===== config.mk =====
export PLATFORM = sky130hd
export DESIGN_NAME = pws_queue
export DESIGN_NICKNAME = d
export VERILOG_FILES = /design/src/rtl/pws_pkg.sv /design/src/rtl/pws_queue.sv
export SDC_FILE = /design/constraint.sdc
export NUM_CORES = 1
export LEC_CHECK = 0
export BUFFER_PORTS_ARGS = -buffer_cell sky130_fd_sc_hd__buf_2
export CAP_MARGIN = 20
export CORE_UTILIZATION = 50
export DETAILED_ROUTE_END_ITERATION = 6
export PLACE_DENSITY = 0.88
export SETUP_SLACK_MARGIN = 0.2
export SLEW_MARGIN = 20
export SYNTH_ARGS = -nofsm -noshare
export SYNTH_HDL_FRONTEND = slang
export SYNTH_SLANG_ARGS = --single-unit

===== constraint.sdc =====
create_clock -name clk_i -period 1.95 [get_ports clk_i]
set_input_delay 0.195 -clock clk_i [delete_from_list [all_inputs] [get_ports clk_i]]
set_output_delay 0.195 -clock clk_i [all_outputs]
set_load 0.1 [all_outputs]

===== src/rtl/pws_pkg.sv =====
// Shared types and constants for the polynomial waveshaper.
`default_nettype none

package pws_pkg;

  localparam int SAMPLE_W      = 16;
  localparam int COEF_W        = 24;
  localparam int CFG_IDX_W     = 4;
  localparam int NUM_COEF_REGS = 7;
  localparam int REG_COUNT     = 8;

  // Register indexes on the configuration port
  localparam logic [CFG_IDX_W-1:0] REG_COEF_DEG6 = 4'd0;
  localparam logic [CFG_IDX_W-1:0] REG_COEF_DEG5 = 4'd1;
  localparam logic [CFG_IDX_W-1:0] REG_COEF_DEG4 = 4'd2;
  localparam logic [CFG_IDX_W-1:0] REG_COEF_DEG3 = 4'd3;
  localparam logic [CFG_IDX_W-1:0] REG_COEF_DEG2 = 4'd4;
  localparam logic [CFG_IDX_W-1:0] REG_COEF_DEG1 = 4'd5;
  localparam logic [CFG_IDX_W-1:0] REG_COEF_DEG0 = 4'd6;
  localparam logic [CFG_IDX_W-1:0] REG_OUT_SCALE = 4'd7;

  localparam logic [COEF_W-1:0] ONE_Q15 = 24'd32768;

  // Power chain in Q.30, products in Q.45
  localparam int POW_W   = 32;
  localparam int PX_W    = 48;
  localparam int TERM_W  = 56;
  localparam int ACC_W   = 57;
  localparam int Q24_W   = 36;
  localparam int HALF_W  = 18;
  localparam int PH_W    = 42;
  localparam int PL_W    = 43;
  localparam int WIDE_W  = 60;
  localparam int Q15_W   = 36;

  localparam logic signed [POW_W-1:0]  ONE_Q30  = 32'sd1073741824;
  localparam logic signed [PX_W-1:0]   RND_POW  = 48'sd16384;
  localparam logic signed [ACC_W-1:0]  RND_ACC  = 57'sd1048576;
  localparam logic signed [WIDE_W-1:0] RND_OUT  = 60'sd8388608;
  localparam logic signed [Q15_W-1:0]  OUT_MAX  = 36'sd32767;
  localparam logic signed [Q15_W-1:0]  OUT_MIN  = -36'sd32768;

  localparam int QUEUE_DEPTH = 2;
  localparam int QPTR_W      = 1;
  localparam int QCNT_W      = 2;

  typedef struct packed {
    logic                       vld;
    logic signed [SAMPLE_W-1:0] x;
  } slot_t;

  // Coefficients indexed by degree
  typedef struct packed {
    logic [NUM_COEF_REGS-1:0][COEF_W-1:0] coef;
    logic [COEF_W-1:0]                    scale;
  } cfg_t;

endpackage

`default_nettype wire


===== src/rtl/pws_queue.sv =====
// Input queue between the accepting front and the evaluation pipeline.
`default_nettype none

module pws_queue (
  input  wire logic                               clk_i,
  input  wire logic                               rst_ni,
  input  wire logic                               push_i,
  output logic                                    ready_o,
  input  wire logic signed [pws_pkg::SAMPLE_W-1:0] x_i,
  output pws_pkg::slot_t                          slot_o,
  input  wire logic                               take_i
);
  import pws_pkg::*;

  logic signed [SAMPLE_W-1:0] mem_q [QUEUE_DEPTH];
  logic [QPTR_W-1:0] wr_ptr_q, rd_ptr_q;
  logic [QCNT_W-1:0] count_q, count_d;
  logic push, pop;

  assign ready_o    = (count_q != QCNT_W'(QUEUE_DEPTH));
  assign slot_o.vld = (count_q != '0);
  assign slot_o.x   = mem_q[rd_ptr_q];
  assign push       = push_i && ready_o;
  assign pop        = take_i && slot_o.vld;

  always_comb begin
    count_d = count_q;
    if (push && !pop) begin
      count_d = count_q + 1'b1;
    end else if (pop && !push) begin
      count_d = count_q - 1'b1;
    end
  end

  always_ff @(posedge clk_i or negedge rst_ni) begin
    if (!rst_ni) begin
      wr_ptr_q <= '0;
      rd_ptr_q <= '0;
      count_q  <= '0;
    end else begin
      if (push) wr_ptr_q <= wr_ptr_q + 1'b1;
      if (pop)  rd_ptr_q <= rd_ptr_q + 1'b1;
      count_q <= count_d;
    end
  end

  always_ff @(posedge clk_i) begin
    if (push) begin
      mem_q[wr_ptr_q] <= x_i;
    end
  end

  a_count_bound: assert property (@(posedge clk_i) disable iff (!rst_ni)
    count_q <= QCNT_W'(QUEUE_DEPTH))
    else $error("queue count above depth");

  a_push_shows: assert property (@(posedge clk_i) disable iff (!rst_ni)
    (push && !pop && count_q == '0) |=> slot_o.vld)
    else $error("transfer into empty queue not visible");

  a_pop_frees: assert property (@(posedge clk_i) disable iff (!rst_ni)
    (pop && !push && count_q == QCNT_W'(QUEUE_DEPTH)) |=> ready_o)
    else $error("queue stays full after pop");

endmodule

`default_nettype wire


==> results.toml, run 1 <==
[logic_synthesis]
ys_seq_elements = 36
synth_fp_nets = 89
syn_inst = 68
synth_compound_area_share_pct = 0
synth_fa_ha_area_share_pct = 0.892
yosysTopAreaCell = "edfxtp_1"
post_synth_num_cell_types = 16
synth_top_family_by_area = "multiplexers"
netlist_area_um2 = 1400
synth_top_area_share_pct = 68.5
synthMuxAreaShare_pct = 15.3
synth_simple_gate_area_share_pct = 2.59
syn_avg_cell_area_um2 = 20.6
yosys.area_share.xor_xnor_pct = 3.12
synth_warnings = 0
seq_area_frac_synth_pct = 75.6
synth_area_leaders = "edfxtp_1 69%, mux2_4 9.6%, dfrtp_1 7.1%"

[placement]
placed_cell_area_um2 = 1860
hpwl_um = 1540
place_inst = 135
routabilityCongestion = 0.661
io_buffers = 37

[layout]
drive_gt1_share_pct = 61.0
stdcell_area_um2 = 2000
nets = 138
fin_cells = 148
diodes = 0
area_growth_pct = 42.9

[worst_hold_path]
whs_endpoint = "mem_q[1][0]"
min_from = "x_i[0]"
hold_class = "in2reg"
hold_depth = 1

[sta]
maxSlewViolCount = 0
fmax_mhz = 594
hold_violations = 0
finalSetupViolCount = 0
tns_ns = 0
slew-limit-headroom_pct = 67.8
rsz0062_at_grt = "no"
tightest_slew_ns = 0.487
skew_ns = 0.0102
post-route-period-util_pct = 86.4
finalCriticalPeriod_ns = 1.68

[clock_tree]
cts_tree = "built"
cts_buffers = 5
clock_latency_ns = 0.33
cts_root_buf = "clkbuf_4"
cts_buffer_depth = 2
cts_max_level = 2
clk_pin_slew_ns = 0.10
cts_sinks = 36

[global_routing]
grt_pass1_wl_um = 3220
antenna_found_initial = 0
grt_pass1_vias = 758
grt.overflow.total = 0
grtUsageTotal_pct = 17.7
grt_max_degree = 17

[worst_setup_path]
r2r_slack_ns = 0.35
worst-setup-path-type = "reg2out"
r2r_end = "count_q[1]"
critPathRequiredTime_ns = 1.75
crit_buf_inv = 2
cp_top_family = "flip-flops"
reg2reg_depth = 7
crit_path_end_kind = "primary output"
r2r-start = "count_q[0]"
start_kind = "flip-flop"
slowest_delay_ns = 0.46
cp.arrival_ns = 1.49
critPathMaxFanout = 10
cp_slowest_cell = "dfrtp_2"
crit_chain = "buf_6 > mux2_4 > buf_12"

[floorplan]
die_area_um2 = 3020
fp.dieW_um = 55.0
rows = 18
core_um2 = 2570
start_util_pct = 54.6
io-pin-count = 38
die_h_um = 55.0

[flow_run]
maxCapViolations = 0

[outcome]
status = "completed"

[detailed_routing]
vias = 741
post_drt_wl_per_cell_um = 14.4
initialDrtViolationCount = 7
ant_nets = 0
firstDrtPassIters = 5
viasPerCell = 5.01
drt_wl_total_um = 2130
drc = 0
## repair_timing
action | in CTS | in global routing
endpoints found under the hold margin | 4 | 0
hold buffers | 1 | 0
buffers inserted | 0 | 4
setup endpoints to repair | 9 | 9
resized for setup | 2 | 0
## Yosys cell counts
cell type  instances
mux2_4             9
nand2_1            1
dfrtp_1            4
mux2_2             7
ha_1               1
nor2_1             2
inv_1              1
and3_1             1
buf_12             1
nand2b_1           1
buf_6              1
nand2_2            1
xnor2_1            3
xor2_1             2
edfxtp_1          32
or2_1              1
## state kept, by name, summed over array words and instances, names as in the netlist
name / count
count_q: 2
mem_q: 32
rd_ptr_q: 1
wr_ptr_q: 1
## final cells by class
type                            count  area (um^2)
Sequential cell                    36         1060
Clock inverter                      1         30.0
Multi-Input combinational cell     29          322
Inverter                            1         3.75
Timing Repair Buffer               44          484
Tap cell                           30         37.5
Clock buffer                        7         65.1
Fill cell                         158          563
## worst max-delay path by stage
stage,start,to,slack [ns],cells past startpoint
floorplan,count_q[0],count_q[1],0.25,6
global placement,rd_ptr_q,slot_o[8],0.47,3
detailed placement,count_q[0],count_q[1],0.43,6
CTS,rd_ptr_q,slot_o[8],0.22,3
global route,rd_ptr_q,slot_o[5],0.18,3
finish,rd_ptr_q,slot_o[8],0.27,3
## kinds of logic (layout without fill, tap and decap cells)
| group | Yosys count | after routing |
|---|---|---|
| adder cells (fa/ha/maj) | 1 | 1 |
| flip-flops | 36 | 36 |
| AND/OR/NAND/NOR | 7 | 7 |
| XOR/XNOR | 5 | 5 |
| multiplexers | 16 | 16 |
| buffers and inverters | 3 | 53 |
## per-stage QoR
stage | utilization (%) | setup WS, ns | hold WS (ns)
after global routing | 78.1 | 0.178 | 0.00680
after floorplan | - | 0.246 | -0.101
after CTS | 76.9 | 0.217 | 0.0266
final | 78.1 | 0.265 | 0.0470
after detailed placement | 72.6 | 0.430 | 0.00839
after global placement | 72.6 | 0.472 | 0.00345
## cells in the final DEF, fill, tap and decap left out, types with 2 or more instances in the layout
| cell | n |
|---|---|
| edfxtp_1 | 32 |
| buf_12 | 16 |
| buf_2 | 21 |
| clkbuf_8 | 2 |
| dfrtp_1 | 3 |
| mux2_2 | 7 |
| buf_4 | 5 |
| xnor2_1 | 3 |
| clkbuf_4 | 5 |
| mux2_4 | 9 |
| xor2_1 | 2 |
## metal layers
layer | part of all wire [%] | vias up | GRT usage [%]
li1 | - | 355 | -
met1 | 35 | 363 | 15.0
met2 | 60 | 21 | 31.3
met3 | 4.3 | 2 | 11.2
met4 | 0.80 | 0 | 8.75
met5 | 0 | - | 0
Power of run 1 is left out: the tool's default activity adds up to more than one toggle a clock period on the data nets, which glitch-free logic cannot reach.
==> inputs of run 2 (changes only) <==
Settings changed: BUFFER_PORTS_ARGS -buffer_cell sky130_fd_sc_hd__buf_2 to not set, CORE_UTILIZATION 50 to 55, DONT_BUFFER_PORTS set to 1, PLACE_DENSITY 0.88 to 0.81.
==> results.toml, run 2 (same netlist as run 1, synthesis figures left out) <==
[worst_setup_path]
r2r_slack_ns = 0.42
endpoint = "slot_o[9]"
critPathMaxFanout = 10
crit_chain = "buf_4 > mux2_4"
worst-setup-path-type = "reg2out"
cp_slowest_cell = "dfrtp_2"
slowest_delay_ns = 0.51
critPathRequiredTime_ns = 1.75
r2r-start = "count_q[1]"
start_kind = "flip-flop"
reg2reg_depth = 6
cp.arrival_ns = 1.48
crit_path_end_kind = "primary output"
crit_start = "rd_ptr_q"
r2r_end = "count_q[1]"

[layout]
drive_gt1_share_pct = 39.8
diodes = 0
top_register = "mem_q"
reg.largest.list = "mem_q (32), count_q (2)"
area_growth_pct = 30.6
final_cell_mix = "32 x edfxtp_1, 17 x dlygate4sd3_1, 9 x mux2_4, 7 x mux2_2, 7 x buf_12"
largest_register_ffs = 32
layout_commonest_cell = "edfxtp_1"
fin_cells = 131
nets = 123
fillers = 129

[floorplan]
start_util_pct = 61.1
io-pin-count = 38
core_um2 = 2300
fp.dieW_um = 52.5
rows = 17
die_area_um2 = 2760
die_h_um = 52.5

[detailed_routing]
maxUsedRoutingLayer = "met4"
post_drt_wl_per_cell_um = 14.8
viasPerCell = 5.06
wl_met1_um = 783
ant_nets = 0
drc = 0
drt_wl_total_um = 1930
met2_length_um = 991
met3_length_um = 93
vias = 663
initialDrtViolationCount = 2
firstDrtPassIters = 2

[sta]
hold_violations = 0
finalCriticalPeriod_ns = 1.68
post-route-period-util_pct = 86.0
skew_ns = 0.0117
tns_ns = 0
rsz0062_at_grt = "yes"
slew-limit-headroom_pct = 69.1
fmax_mhz = 596
maxSlewViolCount = 0
tightest_slew_ns = 0.462
worst_hold_slack_ns = 0.0288
finalSetupViolCount = 0

[clock_tree]
clock_latency_ns = 0.33
cts_sinks = 36
clk_pin_slew_ns = 0.09
cts_root_buf = "clkbuf_4"
cts_tree = "built"
cts_buffer_depth = 2
cts_max_level = 2
cts_buffers = 5

[worst_hold_path]
hold_class = "in2reg"

[flow_run]
maxCapViolations = 0

[global_routing]
antenna_found_initial = 0
grt_pass1_wl_um = 3170
grt.overflow.total = 0
grt_max_degree = 17
grtUsageTotal_pct = 18.2
grt_pass1_vias = 712

[placement]
place_inst = 105
io_buffers = 0
routabilityCongestion = 0.676
hpwl_um = 1310

[outcome]
status = "completed"
## run 2: cell count changes in the layout (fill, tap and decap cells not counted)
cell	change
buf_6	-1
clkinv_2	+2
clkbuf_8	-1
buf_12	-9
buf_2	-21
dlygate4sd3_1	+16
bufinv_16	-1
## run 2: repair_timing
item | CTS | global route
setup endpoints to repair | 16 | 9
endpoints found under the hold margin | 36 | 0
gates resized for setup | 1 | 0
hold buffers | 17 | 0
setup buffers | 1 | 0
pin swaps | 0 | 0
## run 2: layer usage
metal,global-route usage [%],vias to the layer above
met5,0,-
met4,15.8,0
met3,6.09,5
met2,26.4,20
met1,21.4,311
li1,-,327
## run 2: through the flow
step / area (um^2) / utilization [%] / worst slack [ns]
after floorplan: 1420 / - / 0.246
after global placement: 1590 / 69.3 / 0.318
after detailed placement: 1590 / 69.3 / 0.331
after CTS: 1830 / 79.7 / 0.237
after global routing: 1830 / 79.7 / 0.185
final: 1830 / 79.7 / 0.273
## run 2: cell type report
type	count	area [um^2]	share of cell area (%)
clock buffer	6	51.3	2.80
clock inverter	2	10.0	0.546
inverter	1	3.75	0.205
multi-input combinational	29	322	17.6
sequential	36	1060	58.0
tap	28	35.0	1.91
timing repair buffer	29	348	19.0
## run 2: how the worst min path moves through the flow
stage,start,to,cells past startpoint
after floorplan,rst_ni,count_q[0],0
after global placement,rst_ni,count_q[1],0
after detailed placement,rst_ni,count_q[0],0
after CTS,take_i,rd_ptr_q,2
after global routing,take_i,rd_ptr_q,2
final,take_i,rd_ptr_q,2
## run 2: worst max-delay path: cells and delay by family, from the launching register on
| kind | cells | cell delay (ns) |
|---|---|---|
| muxes | 1 | 0.44 |
| DFF | 1 | 0.51 |
| buffers and inverters | 1 | 0.20 |
Power of run 2 is left out for the same reason.
