File: config.mk
export PLATFORM = sky130hd
export DESIGN_NAME = pws_cfg_regs
export DESIGN_NICKNAME = d
export VERILOG_FILES = /design/src/rtl/pws_pkg.sv /design/src/rtl/pws_cfg_regs.sv
export SDC_FILE = /design/constraint.sdc
export NUM_CORES = 1
export LEC_CHECK = 0
export BUFFER_PORTS_ARGS = -buffer_cell sky130_fd_sc_hd__buf_2
export CORE_ASPECT_RATIO = 1.5
export CORE_UTILIZATION = 55
export DETAILED_ROUTE_END_ITERATION = 12
export PLACE_DENSITY_LB_ADDON = 0.08
export SLEW_MARGIN = 15
export SYNTH_ARGS = -nofsm -noshare
export SYNTH_HDL_FRONTEND = slang
export SYNTH_SLANG_ARGS = --single-unit
File: constraint.sdc
create_clock -name clk_i -period 1.1 [get_ports clk_i]
set_input_delay 0.165 -clock clk_i [delete_from_list [all_inputs] [get_ports clk_i]]
set_output_delay 0.165 -clock clk_i [all_outputs]
set_load 0.01 [all_outputs]
File: src/rtl/pws_pkg.sv
// Shared types and constants for the polynomial waveshaper.
`default_nettype none

package pws_pkg;

  localparam int SAMPLE_W      = 16;
  localparam int COEF_W        = 24;
  localparam int CFG_IDX_W     = 4;
  localparam int NUM_COEF_REGS = 7;
  localparam int REG_COUNT     = 8;

  // Register indexes on the configuration port
  localparam logic [CFG_IDX_W-1:0] REG_COEF_DEG6 = 4'd0;
  localparam logic [CFG_IDX_W-1:0] REG_COEF_DEG5 = 4'd1;
  localparam logic [CFG_IDX_W-1:0] REG_COEF_DEG4 = 4'd2;
  localparam logic [CFG_IDX_W-1:0] REG_COEF_DEG3 = 4'd3;
  localparam logic [CFG_IDX_W-1:0] REG_COEF_DEG2 = 4'd4;
  localparam logic [CFG_IDX_W-1:0] REG_COEF_DEG1 = 4'd5;
  localparam logic [CFG_IDX_W-1:0] REG_COEF_DEG0 = 4'd6;
  localparam logic [CFG_IDX_W-1:0] REG_OUT_SCALE = 4'd7;

  localparam logic [COEF_W-1:0] ONE_Q15 = 24'd32768;

  // Power chain in Q.30, products in Q.45
  localparam int POW_W   = 32;
  localparam int PX_W    = 48;
  localparam int TERM_W  = 56;
  localparam int ACC_W   = 57;
  localparam int Q24_W   = 36;
  localparam int HALF_W  = 18;
  localparam int PH_W    = 42;
  localparam int PL_W    = 43;
  localparam int WIDE_W  = 60;
  localparam int Q15_W   = 36;

  localparam logic signed [POW_W-1:0]  ONE_Q30  = 32'sd1073741824;
  localparam logic signed [PX_W-1:0]   RND_POW  = 48'sd16384;
  localparam logic signed [ACC_W-1:0]  RND_ACC  = 57'sd1048576;
  localparam logic signed [WIDE_W-1:0] RND_OUT  = 60'sd8388608;
  localparam logic signed [Q15_W-1:0]  OUT_MAX  = 36'sd32767;
  localparam logic signed [Q15_W-1:0]  OUT_MIN  = -36'sd32768;

  localparam int QUEUE_DEPTH = 2;
  localparam int QPTR_W      = 1;
  localparam int QCNT_W      = 2;

  typedef struct packed {
    logic                       vld;
    logic signed [SAMPLE_W-1:0] x;
  } slot_t;

  // Coefficients indexed by degree
  typedef struct packed {
    logic [NUM_COEF_REGS-1:0][COEF_W-1:0] coef;
    logic [COEF_W-1:0]                    scale;
  } cfg_t;

endpackage

`default_nettype wire

File: src/rtl/pws_cfg_regs.sv
// Configuration register file: coefficients and output gain.
`default_nettype none

module pws_cfg_regs (
  input  wire logic                          clk_i,
  input  wire logic                          rst_ni,
  input  wire logic                          cfg_valid_i,
  output logic                               cfg_ready_o,
  input  wire logic [pws_pkg::CFG_IDX_W-1:0] cfg_index_i,
  input  wire logic [pws_pkg::COEF_W-1:0]    cfg_data_i,
  output pws_pkg::cfg_t                      cfg_o
);
  import pws_pkg::*;

  logic [COEF_W-1:0] regs_q [REG_COUNT];

  assign cfg_ready_o = 1'b1;

  always_ff @(posedge clk_i or negedge rst_ni) begin
    if (!rst_ni) begin
      for (int i = 0; i < REG_COUNT; i++) begin
        regs_q[i] <= '0;
      end
      regs_q[REG_COEF_DEG1[2:0]] <= ONE_Q15;
      regs_q[REG_OUT_SCALE[2:0]] <= ONE_Q15;
    end else if (cfg_valid_i && (cfg_index_i < CFG_IDX_W'(REG_COUNT))) begin
      regs_q[cfg_index_i[2:0]] <= cfg_data_i;
    end
  end

  // Degree d lives at register index (deg0 index - d)
  always_comb begin
    for (int d = 0; d < NUM_COEF_REGS; d++) begin
      cfg_o.coef[d] = regs_q[int'(REG_COEF_DEG0) - d];
    end
    cfg_o.scale = regs_q[REG_OUT_SCALE[2:0]];
  end

endmodule

`default_nettype wire

==> results of run 1 <==
per-layer routing:
metal  vias up  part of all wire, %  global-route usage [%]
met5         -                    0                       0
met3        41                  5.8                    8.57
met2       184                   52                    45.4
li1       2124                    -                       -
met1      2461                   39                    33.2
met4         0                  3.3                    12.5
metrics by stage:
stage	total power, mW	setup slack (ps)	hold WS (ps)
3_5_place_dp	14.6	-392	62.6
5_1_grt	23.5	-176	62.7
6_report	22.4	-138	58.6
3_3_place_gp	14.4	-360	66.4
4_1_cts	21.9	-147	51.5
2_1_floorplan	12.1	-202	-131
layout by cell type (no fill, tap or decap), types with 2 or more instances in the layout:
cell	n
dfrtp_1	190
mux2_2	159
buf_2	154
buf_4	85
buf_6	68
mux2_4	32
clkbuf_16	17
buf_12	13
inv_6	5
nor3b_4	3
inv_8	3
nand3b_2	2
dfstp_2	2
bufinv_16	2
clkinv_4	2
clkinv_2	2
final timing paths:
check | startpoint | to | slack, ps
min in group asynchronous | rst_ni | cfg_o[86] | 180
worst max-delay path | cfg_o[15] | cfg_o[15] | -140
worst min register to register | cfg_o[84] | cfg_o[84] | 500
worst max register to register | cfg_o[110] | cfg_o[110] | 40
worst min-delay path | cfg_data_i[9] | cfg_o[33] | 60
max in group asynchronous | rst_ni | cfg_o[15] | 370
kinds of logic after synthesis:
family	share of synthesized area [%]
mux	29.7
flops	66.0
buf+inv	2.42
simple gates	1.80
other cells	0.0515
Yosys cell counts (all sizes together):
library cell  instances
nand2                 2
dfstp                 2
nand2b                1
nor2b                 1
buf                  19
nor3b                 3
nand3b                3
mux2                192
dfrtp               190
conb                  1
nor2                  2
power breakdown:
part	switching, mW	internal, mW	total (mW)
clock network	2.81	3.43	6.25
logic	2.58	3.89	6.47
registers	1.00	8.72	9.72
total	6.40	16.0	22.4
worst reg2reg max path: cells and delay by family, from the launching register on:
kind / cells / cell delay [ps]
buffers and inverters: 2 / 260
flip-flops: 1 / 400
multiplexers: 1 / 280
repair_timing:
| item | in CTS | in global routing |
|---|---|---|
| hold buffers | 1 | 0 |
| endpoints found under the setup margin | 192 | 192 |
| endpoints found under the hold margin | 191 | 0 |
| pin swaps | 0 | 0 |
| setup buffers | 42 | 26 |
| resized for setup | 49 | 28 |
cell type report:
class | instances | area [µm²]
fill | 740 | 2470
tap | 159 | 199
sequential | 192 | 4810
multi-input combinational | 205 | 2440
timing repair buffer | 321 | 2440
clock buffer | 17 | 425
clock inverter | 15 | 173
==> summary.md, run 1 <==
| Metric | Value |
|---|---|
| Status | finished, violations left |
| Failing checks | negative setup slack |
| DRC | 0 |
| Final WL | ~18000 µm |
| Cell Pwr Density | roughly 2100 nW/µm² |
| Post-synthesis cell type count | 17 |
| Largest register FFs | between 150 and 200 |
| Vias/cell | around 5.3 |
| VDD IR-drop max | 1.24 mV |
| Area leader, netlist | dfrtp_1 |
| CP peak stage delay | approximately 550 ps |
| Cell Rows | slightly above 50 |
| Final Max Tran Viols | 0 |
| Worst reg2reg path depth | 3 |
| Core region area | around 13000 µm² |
| Buf/Inv on CP | 1 |
| Global-route wire length before repair | 27400 µm |
| Final ANT Viol Nets | 0 |
| Full die area | about 14000 µm² |
| Via count | ~4800 |
| Avg Cell Area, Syn | between 15 and 20 µm² |
| Final setup skew | 0 ps |
| Worst-path maximum fanout | 2 |
| CTS clock-pin slew for the worst setup and hold paths | 70 ps |
| Critical path required time | between 900 and 1000 ps |
| WL per Instance | roughly 20 µm |
| Layout cells sized above 1 | approximately 74% |
| Final core occ | 81.0% |
| Area post-placement | approximately 8900 µm² |
| TNS Setup | -3000 ps |
| Mapped Nets | around 450 |
| # diodes | 0 |
| Total grt overflow | 0 |
| Post-route insts no fill | roughly 900 |
| Final period utilization | 113% |
| Crit path max-delay family | flip-flops |
| Critical Path End Type | output port |
| Root buffer cell | clkbuf_16 |
| Area grow syn2layout | 44.0% |
| Nets | around 770 |
| Cell area after synthesis | 7280 µm² |
| Warnings, synthesis | 0 |
| Top cell type's share of synthesized area | 65.3% |
| CTS tree | built |
| Fin area | ~10000 µm² |
| Max Cap Viol | 0 |
| CP Class | reg -> out |
| Num CTS Buffers | 17 |
| Slack of the critical path | -138 ps |
| Worst-path cell chain | buf_6 |
| RSZ-0062 raised after global routing | true |
| Initial antenna violation count | 0 |
| Endpoints failing hold | 0 |
| CP startpoint kind | flop |
| Initial Utilization | roughly 56% |
| 1st-pass router iterations | 4 |
| Seq/Total Area, Yosys | between 60% and 70% |
| Routability congestion estimate | approximately 0.81 |
| Fmax | 808 MHz |
| Max clock buf depth | 2 |
| Worst skew pair latency | ~420 ps |
| Worst hold stages | 2 |
| Setup violators final | around 180 |
| PortBufs | about 220 |
| Slowest library cell on the worst path | dfstp_2 |
| Top post-synthesis cells by area | dfrtp_1, mux2_2, buf_6, nor3b_4, dfstp_2 |
| Number of global-route vias before repair | around 5000 |
| Chip width | between 90 and 100 µm |
| Worst hold path type | in -> reg |
| Largest net degree at the start of global routing | 40 |
| GR Util All Layers | roughly 28% |
| H-tree Lvls | 4 |
| P_leak | between 5 and 6 nW |
| Post-layout minimum cycle time | 1240 ps |
| Die Y | about 140 µm |
| Final HPWL DP | ~12000 µm |
| Worst path arrival time | approximately 1100 ps |
| FF+latch count, synth | 192 |
| Detailed router's first-iteration violation count | 130 |
| CTS Sinks | ~190 |
| Post-synthesis cell count | ~420 |
| Number of top-level pins | between 200 and 250 |
| Crit path depth | 1 |
| Dpl cells | about 800 |
(Power assumes the default switching activity.)
==> run 2: changes to the inputs <==
--- a/config.mk
+++ b/config.mk
@@ -6,10 +6,11 @@
 export NUM_CORES = 1
 export LEC_CHECK = 0
 export BUFFER_PORTS_ARGS = -buffer_cell sky130_fd_sc_hd__buf_2
-export CORE_ASPECT_RATIO = 1.5
+export CORE_ASPECT_RATIO = 0.75
 export CORE_UTILIZATION = 55
 export DETAILED_ROUTE_END_ITERATION = 12
 export PLACE_DENSITY_LB_ADDON = 0.08
+export RECOVER_POWER = 100
 export SLEW_MARGIN = 15
 export SYNTH_ARGS = -nofsm -noshare
 export SYNTH_HDL_FRONTEND = slang
==> run 2 against run 1 <==
  * The run still ends with negative setup slack left
  * Die area about the same
  * Clock power decreased by 3.7%
  * Critical path depth unchanged
  * Wire length decreased by 0.75%
  * Via count decreased by 0.71%
  * Highest routed layer unchanged
  * Power decreased by 0.83%
  * Register-to-register slack about the same
  * Hold slack improved by 6.4 ps
  * Combinational power increased by 0.9%
  * Clock-buffer cell count increased by 7
  * Cell area decreased by 0.98%
  * Fmax decreased by 0.71%
==> summary.md, run 2 (synthesis results as in run 1) <==
| Metric | Value |
|---|---|
| Status | finished, violations left |
| Failing checks | negative setup slack |
| PortBufs | between 200 and 250 |
| Dpl cells | 814 |
| GR Util All Layers | between 20% and 30% |
| Max clock buf depth | 2 |
| Critical path required time | about 940 ps |
| Worst hold path type | in -> reg |
| Final setup skew | 0 ps |
| Initial Utilization | 56.3% |
| Initial antenna violation count | 0 |
| Crit path max-delay family | flip-flops |
| CTS Sinks | 192 |
| Full die area | around 14000 µm² |
| Setup violators final | between 200 and 250 |
| P_leak | 5.22 nW |
| RSZ-0062 raised after global routing | true |
| Max Cap Viol | 0 |
| Buf/Inv on CP | 1 |
| Cell Rows | 36 |
| CP peak stage delay | 550 ps |
| Area of the multi-input gates | roughly 2400 µm² |
| Via count | approximately 4800 |
| Reg2reg start | cfg_o[114] |
| Root buffer cell | clkbuf_16 |
| Sw Ratio | about 28% |
| Int Pwr | roughly 16 mW |
| Final HPWL DP | 11700 µm |
| VDD IR-drop max | about 1.4 mV |
| Worst-path cell chain | buf_6 |
| Switching Power | between 6 and 7 mW |
| Seq pwr share | a little over two fifths |
| Worst-Margin Slew | roughly 970 ps |
| Worst path arrival time | between 1000 and 1500 ps |
| Number of top-level pins | around 220 |
| Total grt overflow | 0 |
| Commonest cells after routing, fill and taps aside | dfrtp_1, buf_2, mux2_2, buf_4, buf_6 |
| Number of global-route vias before repair | roughly 4800 |
| Area grow syn2layout | 42.6% |
| Nets | roughly 780 |
| Vias/cell | around 5.1 |
| Largest register FFs | roughly 190 |
| R2R setup slack | around 50 ps |
| Final ANT Viol Nets | 0 |
| Commonest non-fill, non-tap cell in the layout | dfrtp_1 |
| Worst-path maximum fanout | 2 |
| # diodes | 0 |
| Endpoints failing hold | 0 |
| DRC | 0 |
| H-tree Lvls | 4 |
| Total area of sequential cells | about 4800 µm² |
| CP startpoint | cfg_o[15] |
| Worst skew pair latency | between 400 and 500 ps |
| WL per Instance | around 20 µm |
| Largest net degree at the start of global routing | 40 |
| Final core occ | 80.3% |
| Post-layout minimum cycle time | 1250 ps |
| Fillers | 735 |
| Chip width | approximately 130 µm |
| CP Class | reg -> out |
| HP Start | cfg_data_i[3] |
| Slowest library cell on the worst path | dfstp_2 |
| Clock power frac | between 20 and 30% |
| Slew HR | a little over a third |
| Routability congestion estimate | roughly 0.74 |
| Cell Pwr Density | ~2100 nW/µm² |
| Fmax | ~800 MHz |
| Die Y | slightly above 100 µm |
| CTS clock-pin slew for the worst setup and hold paths | approximately 70 ps |
| Global-route wire length before repair | 27200 µm |
| Final Max Tran Viols | 0 |
| 1st-pass router iterations | 6 |
| Core region area | 12900 µm² |
| Gate power share | 29.4% |
| CTS tree | built |
| CP startpoint kind | flop |
| Final WL | 18300 µm |
| Slack of the critical path | -147 ps |
| Critical Path End Type | output port |
| Num CTS Buffers | 17 |
| Detailed router's first-iteration violation count | about 170 |
| Final period utilization | 113% |
| Post-route insts no fill | between 900 and 1000 |
| Layout cells sized above 1 | approximately 73% |
## run 2: cell count changes in the layout (fill, tap and decap cells not counted), sizes merged
cell,before,now
clkbuf,17,34
inv,8,1
buf,320,319
bufinv,2,1
clkinv,4,5
## run 2: cell type report
cell class / count / share of cell area, %
flip-flops and latches: 192 / 46.3
multi-input cells: 205 / 23.1
repair buffers: 330 / 22.9
clock buffers: 24 / 4.93
well taps: 171 / 2.06
clock inverters: 8 / 0.723
## run 2: worst paths after layout
| path | to | cells after the start |
|---|---|---|
| hold / removal | cfg_o[123] | 2 |
| setup / recovery | cfg_o[15] | 1 |
| setup reg to reg | cfg_o[114] | 3 |
| min in group asynchronous | cfg_o[184] | 2 |
| max in group asynchronous | cfg_o[61] | 3 |
| hold reg to reg | cfg_o[149] | 1 |
## run 2: what timing repair did
item | 4_1_cts | 5_1_grt
gates resized for setup | 42 | 19
hold buffers | 1 | 0
setup buffers | 57 | 26
setup endpoints to repair | 192 | 195
endpoints found under the hold margin | 191 | 0
## run 2: per-layer routing
metal	vias to the layer above	global-route usage (%)	share of wire, %
met5	-	0	0
met4	0	7.87	1.0
met3	18	7.16	5.7
met2	139	42.2	48
met1	2485	37.6	45
li1	2134	-	-
## run 2: metrics by stage
step | cell area (µm²) | power, mW | worst slack [ps] | hold WS, ps | TNS [ps]
4_1_cts | 10200 | 21.8 | -158 | 52.0 | -5050
3_5_place_dp | 8940 | 14.6 | -380 | 82.3 | -56320
6_report | 10400 | 22.2 | -147 | 65.0 | -5940
2_1_floorplan | 7440 | 12.1 | -202 | -131 | -18230
5_1_grt | 10400 | 23.2 | -183 | 64.4 | -28640
3_3_place_gp | 8940 | 14.4 | -340 | 79.7 | -50830
## run 2: worst reg2reg max path: stages, from the launching register on
cell and delay [ps]:
dfrtp_1 410, buf_4 150, buf_4 120, mux2_2 260
## run 2: power groups by stage
stage | sequential [mW] | combinational [mW] | clock (mW)
6_report | 9.70 | 6.53 | 6.02
5_1_grt | 9.87 | 6.96 | 6.39
4_1_cts | 9.61 | 6.08 | 6.11
3_5_place_dp | 9.67 | 4.95 | 0
3_3_place_gp | 9.59 | 4.83 | 0
2_1_floorplan | 10.4 | 1.67 | 0
==> run 3: changes to the inputs <==
--- a/config.mk
+++ b/config.mk
@@ -6,11 +6,11 @@
 export NUM_CORES = 1
 export LEC_CHECK = 0
 export BUFFER_PORTS_ARGS = -buffer_cell sky130_fd_sc_hd__buf_2
-export CORE_ASPECT_RATIO = 0.75
-export CORE_UTILIZATION = 55
+export CORE_UTILIZATION = 51
 export DETAILED_ROUTE_END_ITERATION = 12
 export PLACE_DENSITY_LB_ADDON = 0.08
 export RECOVER_POWER = 100
+export SETUP_SLACK_MARGIN = 0.05
 export SLEW_MARGIN = 15
 export SYNTH_ARGS = -nofsm -noshare
 export SYNTH_HDL_FRONTEND = slang
==> constraint.sdc (replaced) <==
create_clock -name clk_i -period 1.4 [get_ports clk_i]
set_input_delay 0.21 -clock clk_i [delete_from_list [all_inputs] [get_ports clk_i]]
set_output_delay 0.21 -clock clk_i [all_outputs]
set_load 0.01 [all_outputs]
==> run 3 against run 2 <==
  * The flow now finishes without violations
  * Via count is 8.1% lower
  * Global-route usage is 3.2 points lower
  * Clock-buffer cell count is 5 lower
  * Power is 29% lower
  * Critical path depth stayed put
  * Sequential share of layout area is 7.6 points higher
  * Core utilization is 16 points lower
  * Die area is 7.7% higher
  * Clock power is 19% lower
  * Combinational power is 49% lower
  * Clock skew stayed put
==> summary.md, run 3 (synthesis results as in run 1) <==
| Metric | Value |
|---|---|
| Status | completed |
| Commonest non-fill, non-tap cell in the layout | clkbuf_1 |
| Crit path to | cfg_o[63] |
| CP startpoint | cfg_o[63] |
| Worst path arrival time | 1110 ps |
| Final WL | 16700 µm |
| Worst reg2reg path depth | 1 |
| Num CTS Buffers | 17 |
| Worst-path cell chain | clkbuf_1 |
| CP peak stage delay | around 530 ps |
| Seq pwr share | 47.9% |
| CP startpoint kind | flop |
| Final ANT Viol Nets | 0 |
| Clock power frac | a little over 30% |
| H-tree Lvls | 4 |
| Final period utilization | 94.4% |
| Layout cells sized above 1 | about two fifths |
| Switching Power | 4.53 mW |
| Number of global-route vias before repair | around 4400 |
| Reg2reg start | cfg_o[105] |
| WL per Instance | ~20 µm |
| Via count | approximately 4400 |
| Cell Pwr Density | ~1800 nW/µm² |
| Fin Hold WS | between 100 and 150 ps |
| Full die area | between 10000 and 15000 µm² |
| Critical Path End Type | output port |
| Crit path max-delay family | flip-flops |
| PortBufs | 222 |
| HP Start | cfg_data_i[15] |
| Largest net degree at the start of global routing | 81 |
| Setup violators final | 0 |
| Worst-Margin Slew | 780 ps |
| CTS clock-pin slew for the worst setup and hold paths | about 60 ps |
| Cell Rows | 43 |
| P_leak | roughly 3.9 nW |
| Chip width | about 120 µm |
| Detailed router's first-iteration violation count | around 250 |
| Max clock buf depth | 2 |
| Number of top-level pins | between 200 and 250 |
| Nets | approximately 700 |
| Core region area | 13900 µm² |
| Post-route insts no fill | between 800 and 900 |
| Final Max Tran Viols | 0 |
| Slowest library cell on the worst path | dfstp_2 |
| Gate power share | 21.0% |
| Int Pwr | around 11 mW |
| DRC | 0 |
| Initial antenna violation count | 0 |
| Final setup skew | 0 ps |
| Endpoints failing hold | 0 |
| RSZ-0062 raised after global routing | false |
| Worst hold path type | in -> reg |
| Area grow syn2layout | 22.6% |
| Total grt overflow | 0 |
| Fmax | 756 MHz |
| CP Class | reg -> out |
| Post-CTS resize count | 0 |
| Vias/cell | slightly above 5 |
| Final HPWL DP | around 12000 µm |
| Die Y | 121 µm |
| Crit path depth | 1 |
| Initial Utilization | a little over half |
| Fillers | about 1100 |
| 1st-pass router iterations | 4 |
| Buf/Inv on CP | 1 |
| FF-to-FF End | cfg_o[105] |
| Slew HR | 48.0% |
| # diodes | 0 |
| GR Util All Layers | 23.8% |
| Sw Ratio | roughly 29% |
| Post-layout minimum cycle time | approximately 1300 ps |
| Max Cap Viol | 0 |
| Worst-path maximum fanout | 2 |
| Dpl cells | about 820 |
| Commonest cells after routing, fill and taps aside | clkbuf_1, mux2_2, dfrtp_1, buf_2, clkbuf_16 |
| Worst skew pair latency | between 400 and 500 ps |
| VDD IR-drop max | approximately 0.78 mV |
| Critical path required time | between 1000 and 1500 ps |
| CTS Sinks | around 190 |
| Root buffer cell | clkbuf_16 |
| Global-route wire length before repair | between 20000 and 30000 µm |
| CTS tree | built |
| Routability congestion estimate | between 0.7 and 0.8 |
| Largest register FFs | approximately 190 |
| R2R setup slack | between 600 and 700 ps |
-- run 3: cell types whose count changed in the layout (fill, tap and decap cells not counted), moves of 8 or more --
cell	previous run	this run
mux2_2	159	191
clkbuf_1	6	198
buf_6	58	2
buf_12	9	1
buf_4	88	0
mux2_4	31	0
buf_2	164	28
-- run 3: per-layer routing --
layer  vias up  wire (µm)  GRT usage [%]
met5         -          0              0
li1       1967          -              -
met2       136       8010           36.4
met1      2265       7320           32.1
met4         0        282           7.56
met3        21       1120           7.80
-- run 3: layout make-up --
type	instances	area, µm²	area share [%]
clock buffer	19	443	4.96
tap	180	225	2.52
sequential	192	4810	53.9
timing repair buffer	241	1010	11.3
clock inverter	13	163	1.82
multi-input combinational	205	2280	25.6
-- run 3: through the flow --
stage                     cell area [µm²]  TNS, ps  util, %  setup slack [ps]  power, mW
after floorplan                      7280        0        -              52.8       9.36
after global placement               8730    -7500     62.9              -105       11.2
after detailed placement             8730   -11710     62.9              -171       11.3
after CTS                            9350        0     67.3              90.8       16.3
after global routing                 8930        0     64.3              41.7       16.5
final                                8930        0     64.3              77.9       15.7
-- run 3: timing repair --
action,in CTS,in global routing
hold buffers,1,0
endpoints found under the hold margin,190,0
buffers inserted,0,0
-- run 3: power groups by stage --
stage / registers [mW] / clock network [mW] / logic [mW]
CTS: 7.49 / 5.00 / 3.76
finish: 7.53 / 4.89 / 3.31
floorplan: 8.18 / 0 / 1.19
detailed placement: 7.58 / 0 / 3.76
global placement: 7.50 / 0 / 3.68
global route: 7.68 / 5.22 / 3.61
-- run 3: how the worst min path moves through the flow --
stage,cells after the start,endpoint,slack [ps]
floorplan,0,cfg_o[0],-90
global placement,1,cfg_o[76],40
detailed placement,1,cfg_o[80],40
CTS,2,cfg_o[62],90
global route,2,cfg_o[181],110
finish,2,cfg_o[15],110
